<file path="src/rtl/track_overlay_pixel_compositor_unit_macros.svh">
// ----------------------------------------------------------------------------
// Assertion macros for the track overlay pixel compositor
// Shared concurrent assertion forms, clocked on i_clk, off during reset.
// ----------------------------------------------------------------------------
`ifndef TRACK_OVERLAY_PIXEL_COMPOSITOR_UNIT_MACROS_SVH
`define TRACK_OVERLAY_PIXEL_COMPOSITOR_UNIT_MACROS_SVH

// same-cycle implication
`define TOPC_ASSERT_NOW(lbl, ante, cons, msg) \
    lbl: assert property (@(posedge i_clk) disable iff (!i_rst_n) (ante) |-> (cons)) \
        else $error(msg);

// next-cycle implication
`define TOPC_ASSERT_NEXT(lbl, ante, cons, msg) \
    lbl: assert property (@(posedge i_clk) disable iff (!i_rst_n) (ante) |=> (cons)) \
        else $error(msg);

`endif

</file>
<file path="src/rtl/topc_pkg.sv">
// ----------------------------------------------------------------------------
// topc_pkg
// Types, colors and codes of the track overlay pixel compositor.
// ----------------------------------------------------------------------------
package topc_pkg;

    // RGB565 colors
    localparam logic [15:0] COL_RED     = 16'hF800;
    localparam logic [15:0] COL_BLUE    = 16'h001F;
    localparam logic [15:0] COL_GREEN   = 16'h07E0;
    localparam logic [15:0] COL_YELLOW  = 16'hFFE0;
    localparam logic [15:0] COL_MAGENTA = 16'hF81F;
    localparam logic [15:0] COL_CYAN    = 16'h07FF;

    // configuration register indexes
    localparam logic [2:0] REG_REFERENCE_COL   = 3'd0;
    localparam logic [2:0] REG_TRACK_V2_MODE   = 3'd1;
    localparam logic [2:0] REG_CROSS_ENABLE    = 3'd2;
    localparam logic [2:0] REG_CROSS_LEFT_COL  = 3'd3;
    localparam logic [2:0] REG_CROSS_LEFT_ROW  = 3'd4;
    localparam logic [2:0] REG_CROSS_RIGHT_COL = 3'd5;
    localparam logic [2:0] REG_CROSS_RIGHT_ROW = 3'd6;
    localparam logic [2:0] REG_CROSS_STATUS    = 3'd7;

    localparam logic [7:0] REFERENCE_COL_RESET = 8'd94;

    // midline source codes
    localparam logic [2:0] SRC_BOTH      = 3'd0;
    localparam logic [2:0] SRC_LEFT      = 3'd1;
    localparam logic [2:0] SRC_RIGHT     = 3'd2;
    localparam logic [2:0] SRC_PREDICTED = 3'd3;

    // cross status codes
    localparam logic [1:0] STATUS_NONE     = 2'd0;
    localparam logic [1:0] STATUS_DETECTED = 2'd2;

    // status bar window
    localparam logic [6:0] BAR_ROW_FIRST = 7'd2;
    localparam logic [6:0] BAR_ROW_LAST  = 7'd4;
    localparam logic [7:0] BAR_COL_FIRST = 8'd2;
    localparam logic [7:0] BAR_COL_LAST  = 8'd7;

    typedef struct packed {
        logic [6:0] row;
        logic [7:0] col;
        logic [7:0] gray;
        logic [7:0] edge_l;
        logic       edge_l_ok;
        logic [7:0] edge_r;
        logic       edge_r_ok;
        logic [7:0] center_col;
        logic [2:0] mid_source;
    } t_pixel;

    typedef struct packed {
        logic [7:0] ref_column;
        logic       track_v2_mode;
        logic       cross_enable;
        logic [7:0] mark_l_col;
        logic [7:0] mark_l_row;
        logic [7:0] mark_r_col;
        logic [7:0] mark_r_row;
        logic [1:0] cross_status;
    } t_cfg;

    localparam t_cfg CFG_RESET = '{
        ref_column:    REFERENCE_COL_RESET,
        track_v2_mode: 1'b0,
        cross_enable:  1'b0,
        mark_l_col:    8'd0,
        mark_l_row:    8'd0,
        mark_r_col:    8'd0,
        mark_r_row:    8'd0,
        cross_status:  STATUS_NONE
    };

endpackage

</file>
<file path="src/rtl/topc_marker_hit.sv">
// ----------------------------------------------------------------------------
// topc_marker_hit
// Cross marker coverage test: 5-row stroke plus 5-column bar, clipped.
// ----------------------------------------------------------------------------
module topc_marker_hit #(
    parameter int FRAME_WIDTH = 188
) (
    input  logic [6:0] i_row,
    input  logic [7:0] i_col,
    input  logic [7:0] i_marker_col,
    input  logic [7:0] i_marker_row,
    output logic       o_hit
);

    localparam logic [8:0] FW = 9'(FRAME_WIDTH);

    logic signed [9:0] row_diff;
    logic              row_near;
    logic              row_same;
    logic              col_in;
    logic [8:0]        col_ext;
    logic [8:0]        mcol_ext;

    always_comb begin
        row_diff = signed'({3'b000, i_row}) - signed'({2'b00, i_marker_row});
        row_near = (row_diff >= -10'sd2) && (row_diff <= 10'sd2);
        row_same = (row_diff == 10'sd0);
        col_ext  = {1'b0, i_col};
        mcol_ext = {1'b0, i_marker_col};
        col_in   = col_ext < FW;
        // bar spans mcol-2 .. mcol+2, low end clamped at column 0
        o_hit = row_near && col_in &&
                ((i_col == i_marker_col) ||
                 (row_same && (col_ext + 9'd2 >= mcol_ext) && (col_ext <= mcol_ext + 9'd2)));
    end

endmodule

</file>
<file path="src/rtl/topc_compose.sv">
// ----------------------------------------------------------------------------
// topc_compose
// Gray expansion and overlay priority for one pixel.
// ----------------------------------------------------------------------------
module topc_compose #(
    parameter int FRAME_WIDTH = 188
) (
    input  topc_pkg::t_pixel i_pix,
    input  topc_pkg::t_cfg   i_cfg,
    output logic [15:0]      o_rgb565
);

    localparam logic [8:0] FW = 9'(FRAME_WIDTH);

    logic in_frame;
    logic left_hit;
    logic right_hit;
    logic bar_hit;

    topc_marker_hit #(.FRAME_WIDTH(FRAME_WIDTH)) u_left_marker (
        .i_row        (i_pix.row),
        .i_col        (i_pix.col),
        .i_marker_col (i_cfg.mark_l_col),
        .i_marker_row (i_cfg.mark_l_row),
        .o_hit        (left_hit)
    );

    topc_marker_hit #(.FRAME_WIDTH(FRAME_WIDTH)) u_right_marker (
        .i_row        (i_pix.row),
        .i_col        (i_pix.col),
        .i_marker_col (i_cfg.mark_r_col),
        .i_marker_row (i_cfg.mark_r_row),
        .o_hit        (right_hit)
    );

    always_comb begin
        in_frame = {1'b0, i_pix.col} < FW;
        bar_hit  = (i_pix.row >= topc_pkg::BAR_ROW_FIRST) &&
                   (i_pix.row <= topc_pkg::BAR_ROW_LAST) &&
                   (i_cfg.cross_status != topc_pkg::STATUS_NONE) &&
                   (i_pix.col >= topc_pkg::BAR_COL_FIRST) &&
                   (i_pix.col <= topc_pkg::BAR_COL_LAST);

        o_rgb565 = {i_pix.gray[7:3], i_pix.gray[7:2], i_pix.gray[7:3]};
        if (in_frame && i_pix.col == i_cfg.ref_column) begin
            o_rgb565 = topc_pkg::COL_CYAN;
        end
        if (in_frame && i_pix.edge_l_ok && i_pix.col == i_pix.edge_l) begin
            o_rgb565 = topc_pkg::COL_RED;
        end
        if (in_frame && i_pix.edge_r_ok && i_pix.col == i_pix.edge_r) begin
            o_rgb565 = topc_pkg::COL_BLUE;
        end
        if (in_frame && i_pix.col == i_pix.center_col) begin
            // unknown sources leave the pixel alone in v2 mode
            priority if (!i_cfg.track_v2_mode) begin
                o_rgb565 = topc_pkg::COL_GREEN;
            end else if (i_pix.mid_source == topc_pkg::SRC_BOTH) begin
                o_rgb565 = topc_pkg::COL_GREEN;
            end else if (i_pix.mid_source == topc_pkg::SRC_LEFT ||
                         i_pix.mid_source == topc_pkg::SRC_RIGHT) begin
                o_rgb565 = topc_pkg::COL_YELLOW;
            end else if (i_pix.mid_source == topc_pkg::SRC_PREDICTED) begin
                o_rgb565 = topc_pkg::COL_MAGENTA;
            end else begin
                o_rgb565 = o_rgb565;
            end
        end
        if (i_cfg.cross_enable && left_hit) begin
            o_rgb565 = topc_pkg::COL_MAGENTA;
        end
        if (i_cfg.cross_enable && right_hit) begin
            o_rgb565 = topc_pkg::COL_CYAN;
        end
        if (bar_hit) begin
            o_rgb565 = (i_cfg.cross_status == topc_pkg::STATUS_DETECTED) ?
                       topc_pkg::COL_GREEN : topc_pkg::COL_YELLOW;
        end
    end

endmodule

</file>
<file path="src/rtl/track_overlay_pixel_compositor_unit.sv">
// ----------------------------------------------------------------------------
// track_overlay_pixel_compositor_unit
// Composites track edge, midline and marker overlays onto a gray pixel stream.
// ----------------------------------------------------------------------------
// Usage:
//   Input channel (i_in_valid / o_in_ready) carries one pixel per beat: row,
//   column, gray sample and the edge data of that row. Output channel
//   (o_out_valid / i_out_ready) carries one RGB565 pixel per input beat, in
//   order.
//   From input beat to output beat a pixel passes one input register, then
//   the overlay logic feeding the result register. Throughput is one
//   pixel per cycle while the receiver takes every beat.
//   When the receiver stalls, the result register holds its pixel and the
//   input register still takes one more beat; o_in_ready drops only when
//   both stages are full.
//   Configuration (i_cfg_we, i_cfg_addr, i_cfg_data) is taken on the edge
//   where i_cfg_we is high; write it only when the pipe is empty.
//   Synchronous reset empties both stages, sets the reference column to 94
//   and clears the other configuration registers; pixel data is not reset.
// ----------------------------------------------------------------------------
`include "track_overlay_pixel_compositor_unit_macros.svh"

module track_overlay_pixel_compositor_unit #(
    parameter int FRAME_WIDTH = 188
) (
    input  logic        i_clk,
    input  logic        i_rst_n,
    // configuration
    input  logic        i_cfg_we,
    input  logic [2:0]  i_cfg_addr,
    input  logic [7:0]  i_cfg_data,
    // pixel input
    input  logic        i_in_valid,
    output logic        o_in_ready,
    input  logic [6:0]  i_pixel_row,
    input  logic [7:0]  i_pixel_col,
    input  logic [7:0]  i_pixel_gray,
    input  logic [7:0]  i_left_edge,
    input  logic        i_left_valid,
    input  logic [7:0]  i_right_edge,
    input  logic        i_right_valid,
    input  logic [7:0]  i_mid_line,
    input  logic [2:0]  i_mid_source,
    // pixel output
    output logic        o_out_valid,
    input  logic        i_out_ready,
    output logic [15:0] o_pixel_rgb565
);

    topc_pkg::t_cfg   r_cfg;
    topc_pkg::t_pixel r_pix;
    logic             r_s1_valid;
    logic             r_out_valid;
    logic [15:0]      r_rgb565;

    logic             n_s1_valid;
    logic             n_out_valid;
    logic [15:0]      n_rgb565;
    logic             s1_advance;
    logic             in_beat;

    // config registers
    always_ff @(posedge i_clk) begin
        if (!i_rst_n) begin
            r_cfg <= topc_pkg::CFG_RESET;
        end else if (i_cfg_we) begin
            unique case (i_cfg_addr)
                topc_pkg::REG_REFERENCE_COL:   r_cfg.ref_column    <= i_cfg_data;
                topc_pkg::REG_TRACK_V2_MODE:   r_cfg.track_v2_mode <= i_cfg_data[0];
                topc_pkg::REG_CROSS_ENABLE:    r_cfg.cross_enable  <= i_cfg_data[0];
                topc_pkg::REG_CROSS_LEFT_COL:  r_cfg.mark_l_col    <= i_cfg_data;
                topc_pkg::REG_CROSS_LEFT_ROW:  r_cfg.mark_l_row    <= i_cfg_data;
                topc_pkg::REG_CROSS_RIGHT_COL: r_cfg.mark_r_col    <= i_cfg_data;
                topc_pkg::REG_CROSS_RIGHT_ROW: r_cfg.mark_r_row    <= i_cfg_data;
                topc_pkg::REG_CROSS_STATUS:    r_cfg.cross_status  <= i_cfg_data[1:0];
                default:                       r_cfg               <= r_cfg;
            endcase
        end
    end

    // pipeline handshake
    always_comb begin
        s1_advance  = !r_out_valid || i_out_ready;
        o_in_ready  = !r_s1_valid || s1_advance;
        in_beat     = i_in_valid && o_in_ready;
        n_s1_valid  = in_beat || (r_s1_valid && !s1_advance);
        n_out_valid = s1_advance ? r_s1_valid : r_out_valid;
    end

    always_ff @(posedge i_clk) begin
        if (!i_rst_n) begin
            r_s1_valid  <= 1'b0;
            r_out_valid <= 1'b0;
        end else begin
            r_s1_valid  <= n_s1_valid;
            r_out_valid <= n_out_valid;
        end
    end

    topc_compose #(.FRAME_WIDTH(FRAME_WIDTH)) u_compose (
        .i_pix    (r_pix),
        .i_cfg    (r_cfg),
        .o_rgb565 (n_rgb565)
    );

    always_ff @(posedge i_clk) begin
        if (in_beat) begin
            r_pix.row        <= i_pixel_row;
            r_pix.col        <= i_pixel_col;
            r_pix.gray       <= i_pixel_gray;
            r_pix.edge_l     <= i_left_edge;
            r_pix.edge_l_ok  <= i_left_valid;
            r_pix.edge_r     <= i_right_edge;
            r_pix.edge_r_ok  <= i_right_valid;
            r_pix.center_col <= i_mid_line;
            r_pix.mid_source <= i_mid_source;
        end
        if (s1_advance && r_s1_valid) begin
            r_rgb565 <= n_rgb565;
        end
    end

    assign o_out_valid    = r_out_valid;
    assign o_pixel_rgb565 = r_rgb565;

    `TOPC_ASSERT_NEXT(a_beat_fills_s1, in_beat, r_s1_valid, "input beat lost at stage 1")
    `TOPC_ASSERT_NEXT(a_s1_moves_out, r_s1_valid && s1_advance, o_out_valid,
                      "stage 1 pixel did not reach the output")
    `TOPC_ASSERT_NOW(a_ready_only_full, !o_in_ready,
                     r_s1_valid && r_out_valid && !i_out_ready,
                     "input stalled while pipe has room")
    `TOPC_ASSERT_NEXT(a_stall_keeps_s1, r_s1_valid && r_out_valid && !i_out_ready,
                      r_s1_valid, "stage 1 pixel dropped during stall")

endmodule
</file>
<file path="config.mk">
export PLATFORM = sky130hd
export DESIGN_NAME = track_overlay_pixel_compositor_unit
export DESIGN_NICKNAME = d
export VERILOG_FILES = /design/src/rtl/topc_pkg.sv /design/src/rtl/topc_marker_hit.sv /design/src/rtl/topc_compose.sv /design/src/rtl/track_overlay_pixel_compositor_unit.sv
export VERILOG_INCLUDE_DIRS = /design/src /design/src/rtl
export SDC_FILE = /design/constraint.sdc
export NUM_CORES = 1
export LEC_CHECK = 0
export BUFFER_PORTS_ARGS = -buffer_cell sky130_fd_sc_hd__buf_2
export CAP_MARGIN = 30
export CORE_MARGIN = 2
export CORE_UTILIZATION = 40
export CTS_CLUSTER_SIZE = 20
export DETAILED_ROUTE_END_ITERATION = 8
export HOLD_SLACK_MARGIN = 0.1
export PLACE_DENSITY = 0.68
export SYNTH_ARGS = -nofsm -noshare
export SYNTH_HDL_FRONTEND = slang
export SYNTH_HIERARCHICAL = 1
export SYNTH_SLANG_ARGS = --single-unit
</file>
<file path="constraint.sdc">
create_clock -name i_clk -period 6.9 [get_ports i_clk]
set_clock_uncertainty 0.05 [all_clocks]
set_input_delay 1.035 -clock i_clk [delete_from_list [all_inputs] [get_ports i_clk]]
set_output_delay 1.035 -clock i_clk [all_outputs]
set_load 0.05 [all_outputs]
</file>
==> results by group, run 1 <==
Clocking
  – Clock net sink count: 112
  – Clk_lat worst skew: 350 ps
  – CTS buffer count: 9
  – CTS Root Cell: clkbuf_16
  – Post-CTS sizing: 0
  – H-tree depth: 3
  – Clock buffer depth: 2
  – Worst-path clk slew: 70 ps
  – CTS tree: built
  – Setup bufs post-CTS: 0
  – Post-CTS Hold Buffers: 0

Layout
  – N_diodes: 0
  – Share of layout cells above drive strength 1: 17.5%
  – Filler instances: 1504
  – Final Core Density: 46.2%
  – Area Overhead vs Synth: 13.4%
  – Fin cells: 941
  – Post-route cell area: 0.00763 mm²
  – Final Net Count: 834

Routing
  – First drt pass iteration count: 4
  – First DRT Iteration DRCs: 274
  – DR vias/cell: 5.13
  – Antenna Nets Post-Route: 0
  – DRC violations left: 0
  – Total vias in the final route: 4831
  – DR WL/cell: 15.2 µm
  – Drt total wl: 14.4 mm

Worst setup path
  – Crit path max fanout: 14
  – CP Launch Type: flop
  – Slowest-stage cell, CP: edfxtp_1
  – Critical path, cell by cell: ha_1 > nand3_1 > xnor2_1 > ha_1 > a211o_1 > a41oi_1 > o22ai_1 > o2111ai_1 > a221oi_2 > a32oi_1 > o21ai_0 > nor2_1 > a21o_1
  – CP Capture Type: flop
  – RR Startpoint: r_pix[38]
  – CP required: 7070 ps
  – Most used cell, CP: ha_1
  – CP Class: flop to flop
  – Crit path from: r_pix[38]
  – Data arrival, critical path: 3870 ps
  – Slowest stage delay, CP: 790 ps

Power and ir drop
  – LEAKAGE: 3.11 nW
  – Part of the power in the clock network: 34.8%
  – Maximum vdd drop: 0.174 mV
  – Sequential fraction of design power: 50.3%
  – Total power: 1.51 mW
  – Cell internal pwr: 1.13 mW
  – Cell Pwr Density: 198 mW/mm²
  – Combinational group share of total power: 14.9%
  – Sw frac: 25.4%
  – P_sw: 384 µW

Die
  – Die Span Y: 134 µm
  – Full die area: 0.0179 mm²
  – Core Region: 0.0165 mm²
  – Core Rows: 47
  – Starting Density: 40.7%
  – Die width: 134 µm
  – Number of top-level pins: 86

Global route
  – Grt total ovfl: 0
  – Initial antenna violation count: 0
  – Global-route wire length before repair: 23.6 mm
  – Pin count of the biggest net entering global routing: 60
  – Vias in the first global route: 4700
  – Gr usage total: 16.6%

STA
  – Final hold vios: 0
  – Setup TNS: 0 ps
  – Slew Limit Fails: 0
  – Max Fclk: 270 MHz
  – Final worst path period need: 3710 ps
  – Relative slew slack: 41.5%
  – Final setup violation count: 0
  – RSZ-0062 raised after global routing: false
  – Hold Slack: 417 ps
  – Setup ws final: 3190 ps
  – Worst slew pin tran: 877 ps
  – Final worst path period share: 53.7%

Placement
  – Gpl congestion: 0.853
  – Placed Area: 0.00733 mm²
  – DP HPWL: 10.7 mm
  – Placed Cells: 925
  – Setup WS pre-CTS: 3180 ps
  – IO buf count: 83

Synth
  – Cell count after synthesis: 637
  – Synthesized area: 0.00673 mm²
  – Yosys warns: 6
  – Mapped Nets: 755
  – Avg Inst Size Synth: 10.6 µm²

Job
  – Max cap viols: 0

Hold path
  – Hold Path Origin: r_cfg[7]
  – Tightest Hold Check Type: flop to flop

Run status
  – Status: finished clean
-- critical path, delay by kind of cell (launching register included) --
family	cells	cell delay [ps]
AO/OA/AOI/OAI	8	1560
XOR/XNOR	1	150
adder cells (fa/ha/maj)	2	620
flip-flops	1	790
AND/OR/NAND/NOR	2	410
-- path summary, 6_finish.rpt --
kind | to | cells past startpoint | slack [ps]
max | o_pixel_rgb565[14] | 13 | 3190
min | r_cfg[7] | 2 | 420
max reg2reg | o_pixel_rgb565[14] | 13 | 3190
min reg2reg | r_cfg[7] | 2 | 420
-- flip-flops by register name, indices dropped and copies added (netlist names) --
signal and count:
o_out_valid 1, o_pixel_rgb565 16, r_cfg 44, r_pix 50, r_s1_valid 1
-- final cells by class --
| type | instances | area [µm²] | share of cell area (%) |
|---|---|---|---|
| multi-input cells | 459 | 3510 | 46.0 |
| flip-flops and latches | 112 | 2900 | 38.0 |
| repair buffers | 91 | 475 | 6.23 |
| well taps | 220 | 275 | 3.61 |
| clock buffers | 10 | 239 | 3.13 |
| inverters | 43 | 161 | 2.11 |
| clock inverters | 6 | 66.3 | 0.869 |
-- cell usage in the layout (no fill, tap or decap), types with 14 or more instances in the layout --
master	count
nand3_1	21
o21ai_0	20
nand2_1	64
a21oi_1	24
nor2b_1	16
a21o_1	14
buf_2	83
ha_1	50
mux2i_1	45
dfxtp_1	46
edfxtp_1	66
inv_1	42
xnor2_1	42
xor2_1	32
-- routing by layer --
metal	GRT usage, %	up-vias	wire [µm]
li1	-	2450	-
met1	21.4	2273	6600
met2	29.3	91	7090
met3	2.21	17	426
met4	4.73	0	232
met5	0	-	0
-- power by group through the flow --
stage                     clock, mW  sequential, mW  combinational [mW]
after floorplan                   0           0.789               0.146
after global placement            0           0.775               0.222
after detailed placement          0           0.776               0.225
after CTS                     0.539           0.760               0.226
after global routing          0.563           0.764               0.252
final                         0.525           0.760               0.225
Power figures use the tool's default switching activity.
==> run 2: changes to the inputs <==
Settings changed: PLACE_DENSITY 0.68 to 0.7.
Clock period 6.9 ns to 3.1 ns, I/O delays scaled along.
==> run 2 against run 1 <==
Final area rose by 9.3%. Sequential share of layout area fell by 3.2 points. Sequential cell count did not move. Routed wire length rose by 9.7%. Hold slack got worse by 190 ps. Final cell count rose by 6.7%. Maximum frequency rose by 21%. Register-to-register slack got worse by 3200 ps. Largest cell class unchanged. Count of clock-buffer cells in the layout did not move. Total power rose by 130%.
==> results by group, run 2 (synthesized netlist as in run 1, its figures left out) <==
Layout
  – Share of layout cells above drive strength 1: 27.7%
  – Post-route cell area: 0.00834 mm²
  – Area Overhead vs Synth: 23.9%
  – Final Net Count: 896
  – Largest register FFs: 50
  – Largest Register: r_pix
  – Most frequent cells in the layout: buf_2 (83), edfxtp_1 (66), nand2_1 (64), buf_4 (63), mux2i_1 (45)
  – Commonest non-fill, non-tap cell in the layout: buf_2

Global route
  – Vias in the first global route: 5008
  – Gr usage total: 18.2%
  – Grt total ovfl: 0
  – Global-route wire length before repair: 25.3 mm
  – Initial antenna violation count: 1
  – Pin count of the biggest net entering global routing: 33

Power and ir drop
  – P_sw: 912 µW
  – Cell internal pwr: 2.55 mW
  – Cell Pwr Density: 415 mW/mm²
  – LEAKAGE: 3.48 nW
  – Maximum vdd drop: 0.421 mV
  – Sequential fraction of design power: 48.6%
  – Sw frac: 26.3%
  – Combinational group share of total power: 17.6%
  – Part of the power in the clock network: 33.8%

Clocking
  – CTS tree: built
  – CTS Root Cell: clkbuf_16
  – CTS buffer count: 9
  – Clock net sink count: 112
  – Clk_lat worst skew: 360 ps
  – Worst-path clk slew: 70 ps
  – Clock buffer depth: 2
  – Post-CTS Hold Buffers: 0
  – H-tree depth: 3

STA
  – Worst slew pin tran: 733 ps
  – Slew Limit Fails: 0
  – Setup TNS: 0 ps
  – Final hold vios: 0
  – Final setup violation count: 0
  – Max Fclk: 325 MHz
  – Relative slew slack: 51.0%
  – RSZ-0062 raised after global routing: true
  – Final worst path period need: 3080 ps
  – Final worst path period share: 99.2%

Placement
  – Placed Area: 0.00778 mm²
  – Gpl congestion: 0.871
  – DP HPWL: 11.9 mm
  – IO buf count: 83

Die
  – Die Span Y: 134 µm
  – Die width: 134 µm
  – Full die area: 0.0179 mm²
  – Core Region: 0.0165 mm²
  – Number of top-level pins: 86
  – Starting Density: 40.7%
  – Core Rows: 47

Routing
  – DRC violations left: 0
  – Drt total wl: 15.7 mm
  – First drt pass iteration count: 4
  – Antenna Nets Post-Route: 0
  – Total vias in the final route: 5133
  – DR WL/cell: 15.7 µm
  – DR vias/cell: 5.11
  – First DRT Iteration DRCs: 337

Worst setup path
  – Slowest stage delay, CP: 470 ps
  – CP Class: flop to flop
  – CP Capture Type: flop
  – CP top delay family: compound AO/OA/AOI/OAI gates
  – Critical path, cell by cell: buf_6 > buf_6 > and3_4 > xor2_1 > ha_1 > o2111ai_2 > o22ai_2 > o2111ai_2 > a221oi_4 > a32oi_2 > o21ai_1 > nor2_2 > a21o_1
  – Worst Path Buf+Inv: 2
  – CP required: 3170 ps
  – CP Launch Type: flop
  – Slowest-stage cell, CP: edfxtp_1
  – Data arrival, critical path: 3140 ps
  – Crit path max fanout: 5

Job
  – Max cap viols: 0

Hold path
  – Tightest Hold Check Type: input pin to flop

Run status
  – Status: finished clean
[run 2: changes by cell type in the layout (fill, tap and decap cells not counted), moves of 5 or more]
cell     delta
buf_4      +55
o21ai_0     -7
ha_1        -7
buf_6       +5
o21ai_1     +5
[run 2: cell type report]
type | count | area, µm²
Tap cell | 220 | 275
Sequential cell | 112 | 2910
Timing Repair Buffer | 153 | 985
Antenna cell | 1 | 2.50
Inverter | 43 | 161
Multi-Input combinational cell | 459 | 3720
Fill cell | 1478 | 8180
Clock inverter | 6 | 67.6
Clock buffer | 10 | 229
[run 2: layer usage]
| layer | share of wire, % | routed length, µm | global-route usage (%) | up-vias |
|---|---|---|---|---|
| li1 | - | - | - | 2584 |
| met1 | 45 | 7130 | 23.5 | 2409 |
| met2 | 48 | 7520 | 30.0 | 120 |
| met3 | 4.8 | 758 | 3.42 | 20 |
| met4 | 2.2 | 340 | 7.51 | 0 |
| met5 | 0 | 0 | 0 | - |
[run 2: worst paths after layout]
kind | from | endpoint | slack, ps | cells past startpoint
max | r_pix[38] | o_pixel_rgb565[12] | 20 | 13
min reg2reg | r_cfg[21] | r_cfg[21] | 410 | 2
min | i_left_edge[5] | r_pix[26] | 230 | 1
max reg2reg | r_pix[38] | o_pixel_rgb565[12] | 20 | 13
[run 2: power by group through the flow]
stage          sequential [mW]  combinational [mW]  clock [mW]
4_1_cts                   1.68               0.587        1.21
3_3_place_gp              1.71               0.561           0
2_1_floorplan             1.75               0.326           0
6_report                  1.68               0.611        1.17
3_5_place_dp              1.72               0.568           0
5_1_grt                   1.69               0.671        1.26
[run 2: timing repair]
item	in CTS	in global routing
setup buffers	3	4
endpoints found under the setup margin	11	16
pin swaps	4	23
gates resized for setup	13	38
[run 2: stage by stage]
stage          hold slack, ps  utilization [%]  total power [mW]  std cells  setup slack (ps)
2_1_floorplan             385                -              2.08        637               134
3_3_place_gp              398             47.1              2.28        982              -152
3_5_place_dp              403             47.1              2.28        982              -208
4_1_cts                   214             49.4              3.48       1001             0.180
5_1_grt                   213             50.5              3.62       1003              -170
6_report                  226             50.5              3.46       1004              24.7
